<file path="config.mk">
export PLATFORM = sky130hd
export DESIGN_NAME = addressable_latch_keyboard_scan
export DESIGN_NICKNAME = d
export VERILOG_FILES = /design/src/alks_pkg.sv /design/src/addressable_latch_keyboard_scan.sv /design/src/alks_keymat.sv
export SDC_FILE = /design/constraint.sdc
export NUM_CORES = 1
export LEC_CHECK = 0
export BUFFER_PORTS_ARGS = -buffer_cell sky130_fd_sc_hd__buf_4
export CAP_MARGIN = 0
export CORE_ASPECT_RATIO = 0.8
export CORE_MARGIN = 3
export CORE_UTILIZATION = 52
export CTS_BUF_LIST = sky130_fd_sc_hd__clkbuf_16
export DETAILED_ROUTE_END_ITERATION = 6
export HOLD_SLACK_MARGIN = 0.1
export PLACE_DENSITY = 0.74
export SYNTH_ARGS = -nofsm -noshare
export SYNTH_HDL_FRONTEND = slang
export SYNTH_SLANG_ARGS = --single-unit
export TNS_END_PERCENT = 1
</file>
<file path="constraint.sdc">
create_clock -name clk -period 3 [get_ports clk]
set_input_delay 0.45 -clock clk [delete_from_list [all_inputs] [get_ports clk]]
set_output_delay 0.45 -clock clk [all_outputs]
set_load 0.1 [all_outputs]
</file>
<file path="src/alks_pkg.sv">
// Shared types and constants for the addressable latch and keyboard scan block.
package alks_pkg;

  localparam int KEY_COLUMNS = 10;
  localparam int KEY_IDX_W   = (KEY_COLUMNS > 1) ? $clog2(KEY_COLUMNS) : 1;

  localparam int IN_TDATA_W  = 24;
  localparam int OUT_TDATA_W = 32;

  // Latch bit positions with side effects.
  localparam logic [2:0] LB_SOUND_N   = 3'd0;
  localparam logic [2:0] LB_PA_SET    = 3'd1;
  localparam logic [2:0] LB_KBD_N     = 3'd3;
  localparam logic [2:0] LB_SCREEN_LO = 3'd4;
  localparam logic [2:0] LB_SCREEN_HI = 3'd5;

  typedef enum logic [1:0] {
    KIND_PORT_A = 2'd0,
    KIND_PORT_B = 2'd1,
    KIND_TICK   = 2'd2,
    KIND_KEY    = 2'd3
  } kind_t;

  typedef struct packed {
    logic       en;
    logic [3:0] col;
    logic [7:0] rows;
  } key_wr_t;

endpackage

</file>
<file path="src/addressable_latch_keyboard_scan.sv">
// Top level: input register, single compute stage with latch state, result register.
// Every item (port A write, port B write, scan tick, key matrix update) gives exactly one
// result. The block takes one item per clock while the result side is not stalled; an item
// accepted goes through the input register and then the result register, around one stage
// of logic that updates the latch, port A byte, scan column and key matrix and reads one
// matrix column. The key matrix is held in flip-flops and reset to no key pressed. A stall on
// the result side holds the input register, and input ready drops only while both
// registers are full and the result is not taken.
module addressable_latch_keyboard_scan (
  input  logic                              clk,
  input  logic                              rst_n,
  input  logic                              in_tvalid,
  output logic                              in_tready,
  // data_byte[7:0], key_column[11:8], key_rows[19:12], zero[23:20]
  input  logic [alks_pkg::IN_TDATA_W-1:0]   in_tdata,
  // kind[1:0]
  input  logic [1:0]                        in_tuser,
  output logic                              out_tvalid,
  input  logic                              out_tready,
  // port_a_value[7:0], ca2_write[8], ca2_level[9], sound_write[10], sound_byte[18:11],
  // latch_outputs[26:19], screen_update[27], zero[31:28]
  output logic [alks_pkg::OUT_TDATA_W-1:0]  out_tdata
);

  // Input register.
  logic                  s1_valid_r;
  alks_pkg::kind_t       s1_kind_r;
  logic [7:0]            s1_data_r;
  logic [3:0]            s1_kcol_r;
  logic [7:0]            s1_krows_r;

  // Block state.
  logic [7:0]            latch_r, latch_nxt;
  logic [7:0]            pa_r, pa_nxt;
  logic [3:0]            scan_r, scan_nxt;

  // Result register.
  logic                  out_valid_r;
  logic [alks_pkg::OUT_TDATA_W-1:0] out_data_r, out_data_nxt;

  logic                  advance;

  alks_pkg::key_wr_t     key_wr;
  logic [3:0]            rd_col;
  logic [7:0]            rd_rows;

  logic [7:0]            lk_byte;
  logic                  pressed;
  logic                  any_key;
  logic [7:0]            lk_result;
  logic                  ca2_w, ca2_l, snd_w, scr;
  logic [7:0]            snd_b;
  logic [2:0]            bit_idx;
  logic                  bit_val;
  logic                  bit_change;

  assign advance   = s1_valid_r && (!out_valid_r || out_tready);
  assign in_tready = !s1_valid_r || advance;

  always_ff @(posedge clk) begin
    if (!rst_n) begin
      s1_valid_r <= 1'b0;
    end else if (in_tready) begin
      s1_valid_r <= in_tvalid;
    end
  end

  always_ff @(posedge clk) begin
    if (in_tready && in_tvalid) begin
      s1_kind_r  <= alks_pkg::kind_t'(in_tuser);
      s1_data_r  <= in_tdata[7:0];
      s1_kcol_r  <= in_tdata[11:8];
      s1_krows_r <= in_tdata[19:12];
    end
  end

  alks_keymat u_keymat (
    .clk     (clk),
    .rst_n   (rst_n),
    .wr      (key_wr),
    .rd_col  (rd_col),
    .rd_rows (rd_rows)
  );

  // A port A write looks up the incoming byte; a keyboard-enable edge looks up the stored one.
  assign lk_byte   = (s1_kind_r == alks_pkg::KIND_PORT_A) ? s1_data_r : pa_r;
  assign rd_col    = (s1_kind_r == alks_pkg::KIND_TICK) ? scan_r + 4'd1 : lk_byte[3:0];
  assign pressed   = ~rd_rows[lk_byte[6:4]];
  assign any_key   = (rd_rows | 8'h01) != 8'hff;
  assign lk_result = {pressed, lk_byte[6:0]};

  assign bit_idx    = s1_data_r[2:0];
  assign bit_val    = s1_data_r[3];
  assign bit_change = latch_r[bit_idx] != bit_val;

  always_comb begin
    latch_nxt   = latch_r;
    pa_nxt      = pa_r;
    scan_nxt    = scan_r;
    ca2_w       = 1'b0;
    ca2_l       = 1'b0;
    snd_w       = 1'b0;
    snd_b       = 8'h00;
    scr         = 1'b0;
    key_wr.en   = 1'b0;
    key_wr.col  = s1_kcol_r;
    key_wr.rows = s1_krows_r;
    unique case (s1_kind_r)
      alks_pkg::KIND_PORT_A: begin
        pa_nxt = s1_data_r;
        if (!latch_r[alks_pkg::LB_SOUND_N]) begin
          snd_w = 1'b1;
          snd_b = s1_data_r;
        end
        if (!latch_r[alks_pkg::LB_KBD_N]) begin
          pa_nxt   = lk_result;
          scan_nxt = lk_byte[3:0];
          ca2_w    = 1'b1;
          ca2_l    = any_key;
        end
      end
      alks_pkg::KIND_PORT_B: begin
        if (bit_change) begin
          latch_nxt[bit_idx] = bit_val;
          scr = (bit_idx == alks_pkg::LB_SCREEN_LO) || (bit_idx == alks_pkg::LB_SCREEN_HI);
          if (!bit_val) begin
            if (bit_idx == alks_pkg::LB_SOUND_N) begin
              snd_w = 1'b1;
              snd_b = pa_r;
            end else if (bit_idx == alks_pkg::LB_PA_SET) begin
              pa_nxt = 8'hff;
            end else if (bit_idx == alks_pkg::LB_KBD_N) begin
              pa_nxt   = lk_result;
              scan_nxt = lk_byte[3:0];
              ca2_w    = 1'b1;
              ca2_l    = any_key;
            end
          end
        end
      end
      alks_pkg::KIND_TICK: begin
        // Auto-scan runs only while the keyboard is disabled.
        if (latch_r[alks_pkg::LB_KBD_N]) begin
          scan_nxt = rd_col;
          ca2_w    = 1'b1;
          ca2_l    = any_key;
        end
      end
      alks_pkg::KIND_KEY: begin
        key_wr.en = advance;
      end
      default: begin
      end
    endcase
  end

  assign out_data_nxt = {4'b0000, scr, latch_nxt, snd_b, snd_w, ca2_l, ca2_w, pa_nxt};

  always_ff @(posedge clk) begin
    if (!rst_n) begin
      latch_r     <= 8'hff;
      pa_r        <= 8'h00;
      scan_r      <= 4'h0;
      out_valid_r <= 1'b0;
    end else begin
      if (advance) begin
        latch_r     <= latch_nxt;
        pa_r        <= pa_nxt;
        scan_r      <= scan_nxt;
        out_valid_r <= 1'b1;
      end else if (out_tready) begin
        out_valid_r <= 1'b0;
      end
    end
  end

  always_ff @(posedge clk) begin
    if (advance) begin
      out_data_r <= out_data_nxt;
    end
  end

  assign out_tvalid = out_valid_r;
  assign out_tdata  = out_data_r;

endmodule

</file>
<file path="src/alks_keymat.sv">
// Key matrix storage: one row byte per column, one write and one read port.
module alks_keymat (
  input  logic              clk,
  input  logic              rst_n,
  input  alks_pkg::key_wr_t wr,
  input  logic [3:0]        rd_col,
  output logic [7:0]        rd_rows
);

  logic [7:0] cols_r [alks_pkg::KEY_COLUMNS];
  logic       wr_hit;
  logic       rd_hit;

  assign wr_hit = wr.en && ({1'b0, wr.col} < 5'(alks_pkg::KEY_COLUMNS));
  assign rd_hit = {1'b0, rd_col} < 5'(alks_pkg::KEY_COLUMNS);

  always_ff @(posedge clk) begin
    if (!rst_n) begin
      for (int i = 0; i < alks_pkg::KEY_COLUMNS; i++) begin
        cols_r[i] <= 8'hff;
      end
    end else if (wr_hit) begin
      cols_r[wr.col[alks_pkg::KEY_IDX_W-1:0]] <= wr.rows;
    end
  end

  // Columns past the end of the matrix read as no key pressed.
  assign rd_rows = rd_hit ? cols_r[rd_col[alks_pkg::KEY_IDX_W-1:0]] : 8'hff;

endmodule

</file>
; ---- Word-level counts from Yosys, hierarchy flattened
; Memories as Yosys holds them, arrays and structs flattened.
; Index checks and enable logic that the tools add are counted.
[totals]
ff_bits = 72
mem_bits_rw = 80
inputBits = 30
out_inout_bits = 34
word_cells = 114
memories = 1
[mem_list]
columns = memory, words, width, read_ports, rd_ports_with_merged_regs, wr, line_no
row1 = u_keymat.cols_r, 10, 8, 1, 0, 10, alks_keymat.sv:10  ; logic [7:0] cols_r [alks_pkg::KEY_COLUMNS];
[classes]
addsub = 1
order_cmp = 5
n_eq_ne = 16
mux = 63
bitwise_logic = 1
reduce_logical = 16
[ops]
columns = op, count
row1 = 2-to-1 mux 8 bit, 14
row2 = 2-to-1 mux 4 bit, 9
row3 = one-hot mux 8 bit (2 select lines), 2
row4 = 2-to-1 mux 1 bit, 29
row5 = "inequality test 2 bit, second input constant", 7
row6 = one-hot mux 4 bit (3 select lines), 1
row7 = AND reduction 9 bit, 1
row8 = bitwise mux 8 bit, 1
row9 = "less-than comparator 3 x 4 -> 1 bit, second input constant", 2
row10 = "less-than comparator 4 bit, second input constant", 2
row11 = OR reduction 8 bit, 1
row12 = 2-to-1 mux 7 bit, 1
row13 = "inequality test 7 bit, second input constant", 1
row14 = binary-select mux 1 bit (select 3 bit), 2
row15 = "equality test 3 bit, second input constant", 2
row16 = one-hot mux 1 bit (3 select lines), 2
row17 = "adder 4 x 1 -> 4 bit, second input constant", 1
row18 = "equality test 2 bit, second input constant", 2
row19 = logical AND 1 bit, 4
row20 = demux 1 bit (select 3 bit), 1
row21 = "equality test 3 x 1 -> 1 bit, second input constant", 1
row22 = "equality test 3 x 2 -> 1 bit, second input constant", 1
row23 = ">= comparator 3 x 1 -> 1 bit, second input constant", 1
row24 = zero test 3 bit, 1
row25 = 10 further kinds, 13

; ---- Longest topological paths before layout
; Gate-level depths: netlist of run 1.
[depth]
ltp_word = 14
ltp_mapped = 10

; ---- Modules after synthesis
; Synthesis of run 1 repeated with hierarchy kept, for this count alone.
[hier_totals]
cells_unflattened = 596
hier_area_um2 = 7319.5
[modules_own_cells]
columns = mod, n_inst, cells_per_inst, area_each_um2, seq_area_each_um2
row1 = alks_keymat, 1, 268, 3797.4, 2402.3
row2 = addressable_latch_keyboard_scan, 1, 328, 3522.1, 1941.9

; ---- Worst setup path before layout of run 1
; OpenSTA, ideal clock, no wires.
[synth_path]
path_type = flip-flop to flip-flop
start = reg out_valid_r (netlist: out_tvalid)
end = mem u_keymat.cols_r[2][0], enable pin
setup_time_ps = 303
t_arrival_ps = 3338
t_required_ps = 2697
path_slack_ps = -641
stages_incl_launch_ff = 10
path_buffers = 1
period_less_slack_ps = 3641
path_cell_list = dfxtp_1 nor2b_1 nand2b_1 clkinv_1 nand4_1 inv_1 nand2_1 clkbuf_1 nor3_1 nand2b_1
[synth_rtl]
columns = element, line_no
row1 = "start, declared", addressable_latch_keyboard_scan.sv:38  ; logic out_valid_r;
row2 = "start signal, assigned", addressable_latch_keyboard_scan.sv:164  ; out_valid_r <= 1'b0;
row3 = "start signal, assigned", addressable_latch_keyboard_scan.sv:170  ; out_valid_r <= 1'b1;
row4 = "start signal, assigned", addressable_latch_keyboard_scan.sv:172  ; out_valid_r <= 1'b0;
row5 = "end, declared", alks_keymat.sv:10

; ---- Worst setup path after layout of run 1
[layout_path]
start = reg scan_r[0]
end = reg out_data_r (netlist bit out_tdata[7]), data pin
[layout_via]
elab_chain_len = 13
[layout_rtl]
columns = element, line_no
row1 = "start, declared", addressable_latch_keyboard_scan.sv:35  ; logic [3:0] scan_r, scan_nxt;
row2 = "start signal, assigned", addressable_latch_keyboard_scan.sv:169  ; scan_r <= scan_nxt;
row3 = adder 4 x 1 -> 4 bit *, addressable_latch_keyboard_scan.sv:87  ; assign rd_col = (s1_kind_r == alks_pkg::KIND_TICK) ? scan_r + 4'd1 : lk_byte[3:0];
row4 = 2-to-1 mux 4 bit *, addressable_latch_keyboard_scan.sv:87
row5 = memory (10 x 8 bit) or less-than comparator 4 bit (tied branches), n/a
row6 = 2-to-1 mux 8 bit *, alks_keymat.sv:28  ; assign rd_rows = rd_hit ? cols_r[rd_col[alks_pkg::KEY_IDX_W-1:0]] : 8'hff;
row7 = binary-select mux 1 bit (select 3 bit) *, addressable_latch_keyboard_scan.sv:88  ; assign pressed = ~rd_rows[lk_byte[6:4]];
row8 = 2-to-1 mux 1 bit (implied by the code) *, addressable_latch_keyboard_scan.sv:88
row9 = NOT 1 bit *, addressable_latch_keyboard_scan.sv:88
row10 = 2-to-1 mux 8 bit, addressable_latch_keyboard_scan.sv:132  ; end else if (bit_idx == alks_pkg::LB_KBD_N) begin
row11 = 2-to-1 mux 8 bit, addressable_latch_keyboard_scan.sv:130  ; end else if (bit_idx == alks_pkg::LB_PA_SET) begin
row12 = 2-to-1 mux 8 bit, addressable_latch_keyboard_scan.sv:127  ; if (bit_idx == alks_pkg::LB_SOUND_N) begin
row13 = 2-to-1 mux 8 bit, addressable_latch_keyboard_scan.sv:126  ; if (!bit_val) begin
row14 = 2-to-1 mux 8 bit, addressable_latch_keyboard_scan.sv:123  ; if (bit_change) begin
row15 = one-hot mux 8 bit (2 select lines) *, addressable_latch_keyboard_scan.sv:108  ; unique case (s1_kind_r)
row16 = net pa_nxt[7], addressable_latch_keyboard_scan.sv:34  ; logic [7:0] pa_r, pa_nxt;
row17 = "end signal, assigned", addressable_latch_keyboard_scan.sv:179  ; out_data_r <= out_data_nxt;
row18 = "end, declared", addressable_latch_keyboard_scan.sv:39  ; logic [alks_pkg::OUT_TDATA_W-1:0] out_data_r, out_data_nxt;
; Mark *: on every way through the listed nets, which the timed path passes. The rest lies on a longest branch. The select of a mux whose other input is x is not followed.
; A chain may end at the register's enable or synchronous reset.

==> impl_metrics.toml, run 1 <==
[worst_setup_path]
arrival_ns = 3.10
worstPathRequired_ns = 3.29
path_max_fanout = 14
crit_path_end_kind = "flip-flop"
cp-start-kind = "flip-flop"
r2r_slack_ns = 0.19
crit_type = "flip-flop to flip-flop"

[clock_network]
clk_pin_slew_ns = 0.06
cts_tree = "done"
cts_made_buffers = 17
numClockSinks = 152
root_buffer = "clkbuf_16"
cts_max_path_buffers = 2
htreeDepth = 4
clock_latency_ns = 0.42

[min_path]
hp-class = "input pin to flip-flop"

[sta]
hold_viol = 0
min_period_over_period_pct = 93.6
worst_clock_skew_ns = 0.0107
finalSetupTns_ns = 0
worstMarginPinSlew_ns = 1.07
timing.fmax_mhz = 356
fin_crit_ns = 2.81
drv_slew = 0
setup_violations = 0
slew_headroom_pct = 28.8
hold_ws_ns = 0.199
rsz0062_at_grt = "yes"

[final_layout]
fin_cells = 844
final_cell_mix = "edfxtp_1 (130), nand2_1 (102), buf_4 (89), mux2i_1 (49), nor2_1 (37)"
nNetsFinal = 687
drive_gt1_share_pct = 22.1
layout_commonest_cell = "edfxtp_1"
syn_to_final_growth_pct = 19.2
antenna_cells = 0
fillers = 999
regArea_um2 = 4350
multi_input_area_um2 = 2380

[grt]
overflow = 0
grt_pass1_vias = 4542
antenna_found_initial = 0
grt_max_degree = 36
grt_pass1_wl_um = 24200
grt_use_total_pct = 21.9

[floorplan]
initial_utilization_pct = 53.6
die-area_um2 = 14800
die_h_um = 109
core_um2 = 13000
io_pins = 64
fp.dieW_um = 135
rows = 37

[drt]
drt-initial-drc-count = 472
wl_per_cell_um = 18.3
vias = 4847
wl_um = 15500
ant_nets = 0
route.detailed.drc = 0
viasPerCell = 5.74
drtPass1Iterations = 5

[run_status]
status = "finished, final reports clean"

[power]
p_leak_nw = 2.87
power_density_nw_per_um2 = 596
ir_drop_uv = 578

[synth]
synth_ff_type = "edfxtp_1"
syn_avg_cell_area_um2 = 12.1
synth-edff-count = 130
async_flop_share_pct = 0
yosysSeqAreaShare_pct = 62.5
syn_inst = 574
ys_ff_latch = 152
synth_area_um2 = 6950
synth_cell_types = 64
yosys_warnings = 0

[flow_run]
maxCapViolCount = 0

[place]
hpwl_um = 10800
portBuffers = 55
place.gp.congestion = 0.958
placed_cells = 808
[repair_timing]
action                                  4_1_cts  5_1_grt
endpoints found under the setup margin        0       14
setup buffers                                 0        4
hold buffers                                  0        0
resized for setup                             0        3
[kinds of logic after synthesis]
| logic type | count (synthesis) | synth area share [%] |
|---|---|---|
| adder cells (fa/ha/maj) | 1 | 0.180 |
| other | 1 | 0.0540 |
| AND/OR/NAND/NOR | 215 | 14.4 |
| AO/OA/AOI/OAI | 96 | 10.5 |
| flip-flops | 152 | 62.5 |
| multiplexers | 57 | 8.57 |
| buffers and inverters | 50 | 3.51 |
| XOR/XNOR | 2 | 0.360 |
[synthesized netlist by cell type, types with 2 or more instances]
master | instances | area [µm²]
a22oi_1 | 2 | 15.0
nor3_1 | 14 | 70.1
nor4_1 | 4 | 25.0
o221a_2 | 5 | 56.3
buf_4 | 8 | 60.1
o21ai_0 | 17 | 85.1
o31ai_1 | 7 | 52.6
clkbuf_1 | 16 | 60.1
nand4_1 | 5 | 31.3
o21ai_1 | 4 | 20.0
nor2_1 | 38 | 143
edfxtp_1 | 130 | 3900
o221ai_1 | 2 | 17.5
a211oi_2 | 2 | 25.0
o32ai_1 | 2 | 17.5
buf_6 | 3 | 33.8
nand2b_1 | 13 | 81.3
buf_2 | 3 | 15.0
dfxtp_1 | 22 | 440
a32oi_1 | 2 | 17.5
o21a_1 | 2 | 15.0
and2_1 | 10 | 62.6
nand2_1 | 102 | 383
a21oi_1 | 13 | 65.1
a21o_1 | 2 | 15.0
mux2_2 | 6 | 67.6
nor3b_1 | 2 | 15.0
nand3_1 | 7 | 35.0
o22a_1 | 3 | 26.3
nor2b_1 | 10 | 62.6
o22ai_1 | 7 | 43.8
a31oi_1 | 3 | 18.8
a22o_1 | 9 | 78.8
mux2i_1 | 49 | 490
inv_1 | 18 | 67.6
nor4_2 | 2 | 25.0
o311ai_0 | 3 | 26.3
[critical path, stage by stage, from the launching register on]
cell and delay [ns]:
dfxtp_1 0.41, ha_1 0.26, mux2_4 0.27, mux2i_4 0.26, buf_12 0.20, mux2i_1 0.28, nor2_1 0.09, nor4_2 0.36
nand3_1 0.14, a311oi_2 0.29, a21o_1 0.13
[per-stage QoR]
stage | utilization, % | cell area (µm²) | setup WS, ns | total power [W]
2_1_floorplan | - | 6960 | 0.0617 | 0.00280
3_3_place_gp | 59.3 | 7690 | 0.232 | 0.00293
3_5_place_dp | 59.3 | 7690 | 0.140 | 0.00294
4_1_cts | 63.6 | 8250 | 0.126 | 0.00495
5_1_grt | 63.9 | 8290 | -0.0315 | 0.00509
6_report | 63.9 | 8290 | 0.193 | 0.00494
[final cells by class]
| cell class | instances | area share (%) |
|---|---|---|
| Clock buffer | 17 | 5.13 |
| Clock inverter | 15 | 1.63 |
| Inverter | 19 | 0.876 |
| Multi-Input combinational cell | 375 | 28.7 |
| Sequential cell | 152 | 52.4 |
| Tap cell | 175 | 2.64 |
| Timing Repair Buffer | 91 | 8.55 |
[worst paths after layout]
path	startpoint	end	cells after the start
max	scan_r[0]$_SDFFE_PN0P_	out_tdata[7]$_DFFE_PP_	10
min	in_tdata[7]	s1_data_r[7]$_DFFE_PP_	1
max reg2reg	scan_r[0]$_SDFFE_PN0P_	out_tdata[7]$_DFFE_PP_	10
min reg2reg	latch_r[4]$_SDFFE_PN1P_	latch_r[4]$_SDFFE_PN1P_	2
[state kept, by name (all words and copies together) (netlist names)]
name             count
s1_krows_r           8
latch_r              8
s1_kind_r            2
scan_r               4
s1_data_r            8
out_tvalid           1
u_keymat.cols_r     80
out_tdata           28
s1_kcol_r            4
s1_valid_r           1
pa_r                 8
[layer usage]
| metal | wire, µm | track usage (%) | up-vias |
|---|---|---|---|
| met5 | 0 | 0 | - |
| met4 | 316 | 8.13 | 0 |
| met3 | 1350 | 4.44 | 25 |
| met2 | 6770 | 32.0 | 231 |
| met1 | 7020 | 32.5 | 2313 |
| li1 | - | - | 2278 |
[report_power, final]
| group | switching (W) | internal, W | total, W | leakage, nW |
|---|---|---|---|---|
| Sequential | 0.0000360 | 0.00234 | 0.00238 | 1.22 |
| Clock | 0.000825 | 0.00121 | 0.00203 | 0.279 |
| Combinational | 0.000358 | 0.000169 | 0.000527 | 1.38 |
Power figures use the tool's default switching activity.
==> run 2, diff against run 1 <==
--- a/config.mk
+++ b/config.mk
@@ -9,12 +9,13 @@
 export CAP_MARGIN = 0
 export CORE_ASPECT_RATIO = 0.8
 export CORE_MARGIN = 3
-export CORE_UTILIZATION = 52
+export CORE_UTILIZATION = 53
 export CTS_BUF_LIST = sky130_fd_sc_hd__clkbuf_16
 export DETAILED_ROUTE_END_ITERATION = 6
 export HOLD_SLACK_MARGIN = 0.1
-export PLACE_DENSITY = 0.74
+export PLACE_DENSITY = 0.75
 export SYNTH_ARGS = -nofsm -noshare
 export SYNTH_HDL_FRONTEND = slang
+export SYNTH_HIERARCHICAL = 1
 export SYNTH_SLANG_ARGS = --single-unit
 export TNS_END_PERCENT = 1
==> run 2 against run 1 <==
The run now ends with setup timing left. Worst hold slack worse by 0.0042 ns. Clock power hardly changed. Sequential share of layout area fell by 4.0 points. Fmax is 10% lower. Clock-buffer cell count unchanged. Global-route usage up 1.5 points. Wire length up 13%. Sequential cell count unchanged. Register-to-register slack got worse by 0.32 ns. Non-clock buffer count rose by 22. Critical endpoint unchanged. Largest cell class unchanged. Largest power group unchanged.
==> impl_metrics.toml, run 2 <==
[run_status]
status = "finished, violations left"
violations = "setup timing"

[sta]
setup_violations = 1
timing.fmax_mhz = 320
slew_headroom_pct = 28.0
setup_ws_ns = -0.128
fin_crit_ns = 3.13
rsz0062_at_grt = "yes"
worstMarginPinSlew_ns = 1.08
min_period_over_period_pct = 104
worst_clock_skew_ns = 0.0209
hold_ws_ns = 0.195
hold_viol = 0
drv_slew = 0

[drt]
wl_met1_um = 7430
ant_nets = 0
drtPass1Iterations = 5
wl_per_cell_um = 20.0
dr_wl_met2_um = 8020
viasPerCell = 6.13
dr_wl_met3_um = 1750
maxUsedRoutingLayer = "met4"
vias = 5353
route.detailed.drc = 0
wl_um = 17400
drt-initial-drc-count = 819

[worst_setup_path]
regToRegEndpoint = "out_tdata[7]$_DFFE_PP_"
slowest_stage = "edfxtp_1"
r2r_slack_ns = -0.13
worstRegToRegCells = 14
crit_top_cell = "buf_4"
crit_path_end_kind = "flip-flop"
arrival_ns = 3.27
cp-start-kind = "flip-flop"
path_cells = "buf_6, buf_4, nor2_4, a211oi_2, or2_4, nor3b_4, buf_12, a22oi_2, mux2i_1, a32oi_2, o22ai_4, buf_4, o41ai_4, o211ai_1"
path_max_fanout = 8
reg2reg_from = "s1_kind_r[1]$_DFFE_PP_"
crit_type = "flip-flop to flip-flop"
cpPeakStageDelay_ns = 0.46
worstPathRequired_ns = 3.14

[synth]
synth_cell_types = 67
yosysTopAreaCell = "edfxtp_1"
async_flop_share_pct = 0
synth-edff-count = 130
ys_ff_latch = 152
synth_area_leaders = "edfxtp_1 (53%), dfxtp_1 (6.0%), nand2_1 (5.2%)"
yosysSeqAreaShare_pct = 59.4
synthTopCellsByCount = "edfxtp_1 (130), nand2_1 (102), o21ai_0 (30), nor2_1 (29), clkbuf_1 (24)"
synth_ff_type = "edfxtp_1"
synthMostInstantiatedCell = "edfxtp_1"
synth_top_area_share_pct = 53.3
syn_inst = 596
syn_avg_cell_area_um2 = 12.3
yosys_warnings = 6
synth_area_um2 = 7320

[clock_network]
cts_max_path_buffers = 2
clock_latency_ns = 0.44
htreeDepth = 4
root_buffer = "clkbuf_16"
numClockSinks = 152
clk_pin_slew_ns = 0.06
cts_made_buffers = 17
cts_tree = "done"
hold_buffers = 0

[final_layout]
antenna_cells = 0
fin_cells = 873
final_cell_area_um2 = 8980
layout_commonest_cell = "edfxtp_1"
largest_reg_flops = 80
syn_to_final_growth_pct = 22.7
drive_gt1_share_pct = 32.5
final_cell_mix = "edfxtp_1 (130), buf_4 (107), nand2_1 (102), nor2_1 (28), o21ai_0 (23)"
nNetsFinal = 717
regMostFlops = "u_keymat/cols_r"

[grt]
grt_max_degree = 38
grt_pass1_vias = 4998
grt_use_total_pct = 23.4
grt_pass1_wl_um = 27300
antenna_found_initial = 0
overflow = 0

[place]
dp_worst_setup_slack_ns = -0.281
portBuffers = 55
hpwl_um = 11700
placed_cells = 829
place.gp.congestion = 0.855
postPlaceCellArea_um2 = 8090

[floorplan]
rows = 37
die-area_um2 = 15300
fp.dieW_um = 137
core_um2 = 13200
die_h_um = 111
io_pins = 64
initial_utilization_pct = 55.5

[power]
p_leak_nw = 2.88
power_density_nw_per_um2 = 555
finalPower_w = 0.00499
ir_drop_uv = 475

[min_path]
min_from = "in_tdata[1]"
hp-class = "input pin to flip-flop"
holdPathStages = 1
holdPathEnd = "s1_data_r[1]$_DFFE_PP_"

[flow_run]
maxCapViolCount = 0
==> run 2: worst max-delay path by stage <==
stage,start,to,slack [ns],depth (start not counted)
2_1_floorplan,s1_kind_r[0]$_DFFE_PP_,out_tdata[7]$_DFFE_PP_,-0.09,14
3_3_place_gp,s1_kind_r[1]$_DFFE_PP_,out_tdata[7]$_DFFE_PP_,-0.15,12
3_5_place_dp,scan_r[1]$_SDFFE_PN0P_,out_tdata[7]$_DFFE_PP_,-0.28,12
4_1_cts,scan_r[0]$_SDFFE_PN0P_,out_tdata[7]$_DFFE_PP_,0.02,15
5_1_grt,scan_r[1]$_SDFFE_PN0P_,out_tdata[7]$_DFFE_PP_,-0.25,14
6_report,s1_kind_r[1]$_DFFE_PP_,out_tdata[7]$_DFFE_PP_,-0.13,14
==> run 2: report_power, final <==
part           total, W  switching (W)  internal (W)
sequential      0.00238      0.0000370       0.00234
combinational  0.000570       0.000370      0.000200
clock           0.00204       0.000832       0.00121
==> run 2: worst max-delay path, delay by kind of cell (launching register included) <==
family	cells	cell delay, ns
compound gates	6	1.13
buf+inv	4	0.62
simple gates	3	0.48
flops	1	0.46
mux	1	0.15
==> run 2: area by class of cell <==
type | count | area (µm²)
Clock buffer | 17 | 425
Clock inverter | 14 | 136
Fill cell | 896 | 4220
Inverter | 15 | 56.3
Multi-Input combinational cell | 387 | 2880
Sequential cell | 152 | 4350
Tap cell | 175 | 219
Timing Repair Buffer | 113 | 913
==> run 2: cell families after synthesis <==
family	synth area share, %
DFF	59.4
AOI/OAI and AO/OA	12.1
buffers and inverters	4.32
adders and majority gates	0.171
xor gates and xnor gates	0.359
other	0.0512
and+or+nand+nor	14.7
muxes	8.91
==> run 2: routing by layer <==
| metal | global-route usage, % | vias up |
|---|---|---|
| met2 | 34.4 | 295 |
| met4 | 6.12 | 0 |
| met5 | 0 | - |
| met3 | 6.67 | 33 |
| met1 | 34.2 | 2630 |
| li1 | - | 2395 |
==> run 2: what timing repair did <==
| item | in CTS | in global routing |
|---|---|---|
| cloned | 1 | 0 |
| endpoints found under the setup margin | 2 | 2 |
| setup buffers | 7 | 6 |
| pin swaps | 5 | 15 |
| gates resized for setup | 17 | 26 |
==> run 2: per-stage QoR <==
step	setup TNS [ns]	util [%]
global placement	-0.233	61.3
detailed placement	-0.495	61.3
floorplan	-0.0939	-
finish	-0.128	68.1
CTS	0	66.7
global route	-0.319	68.1
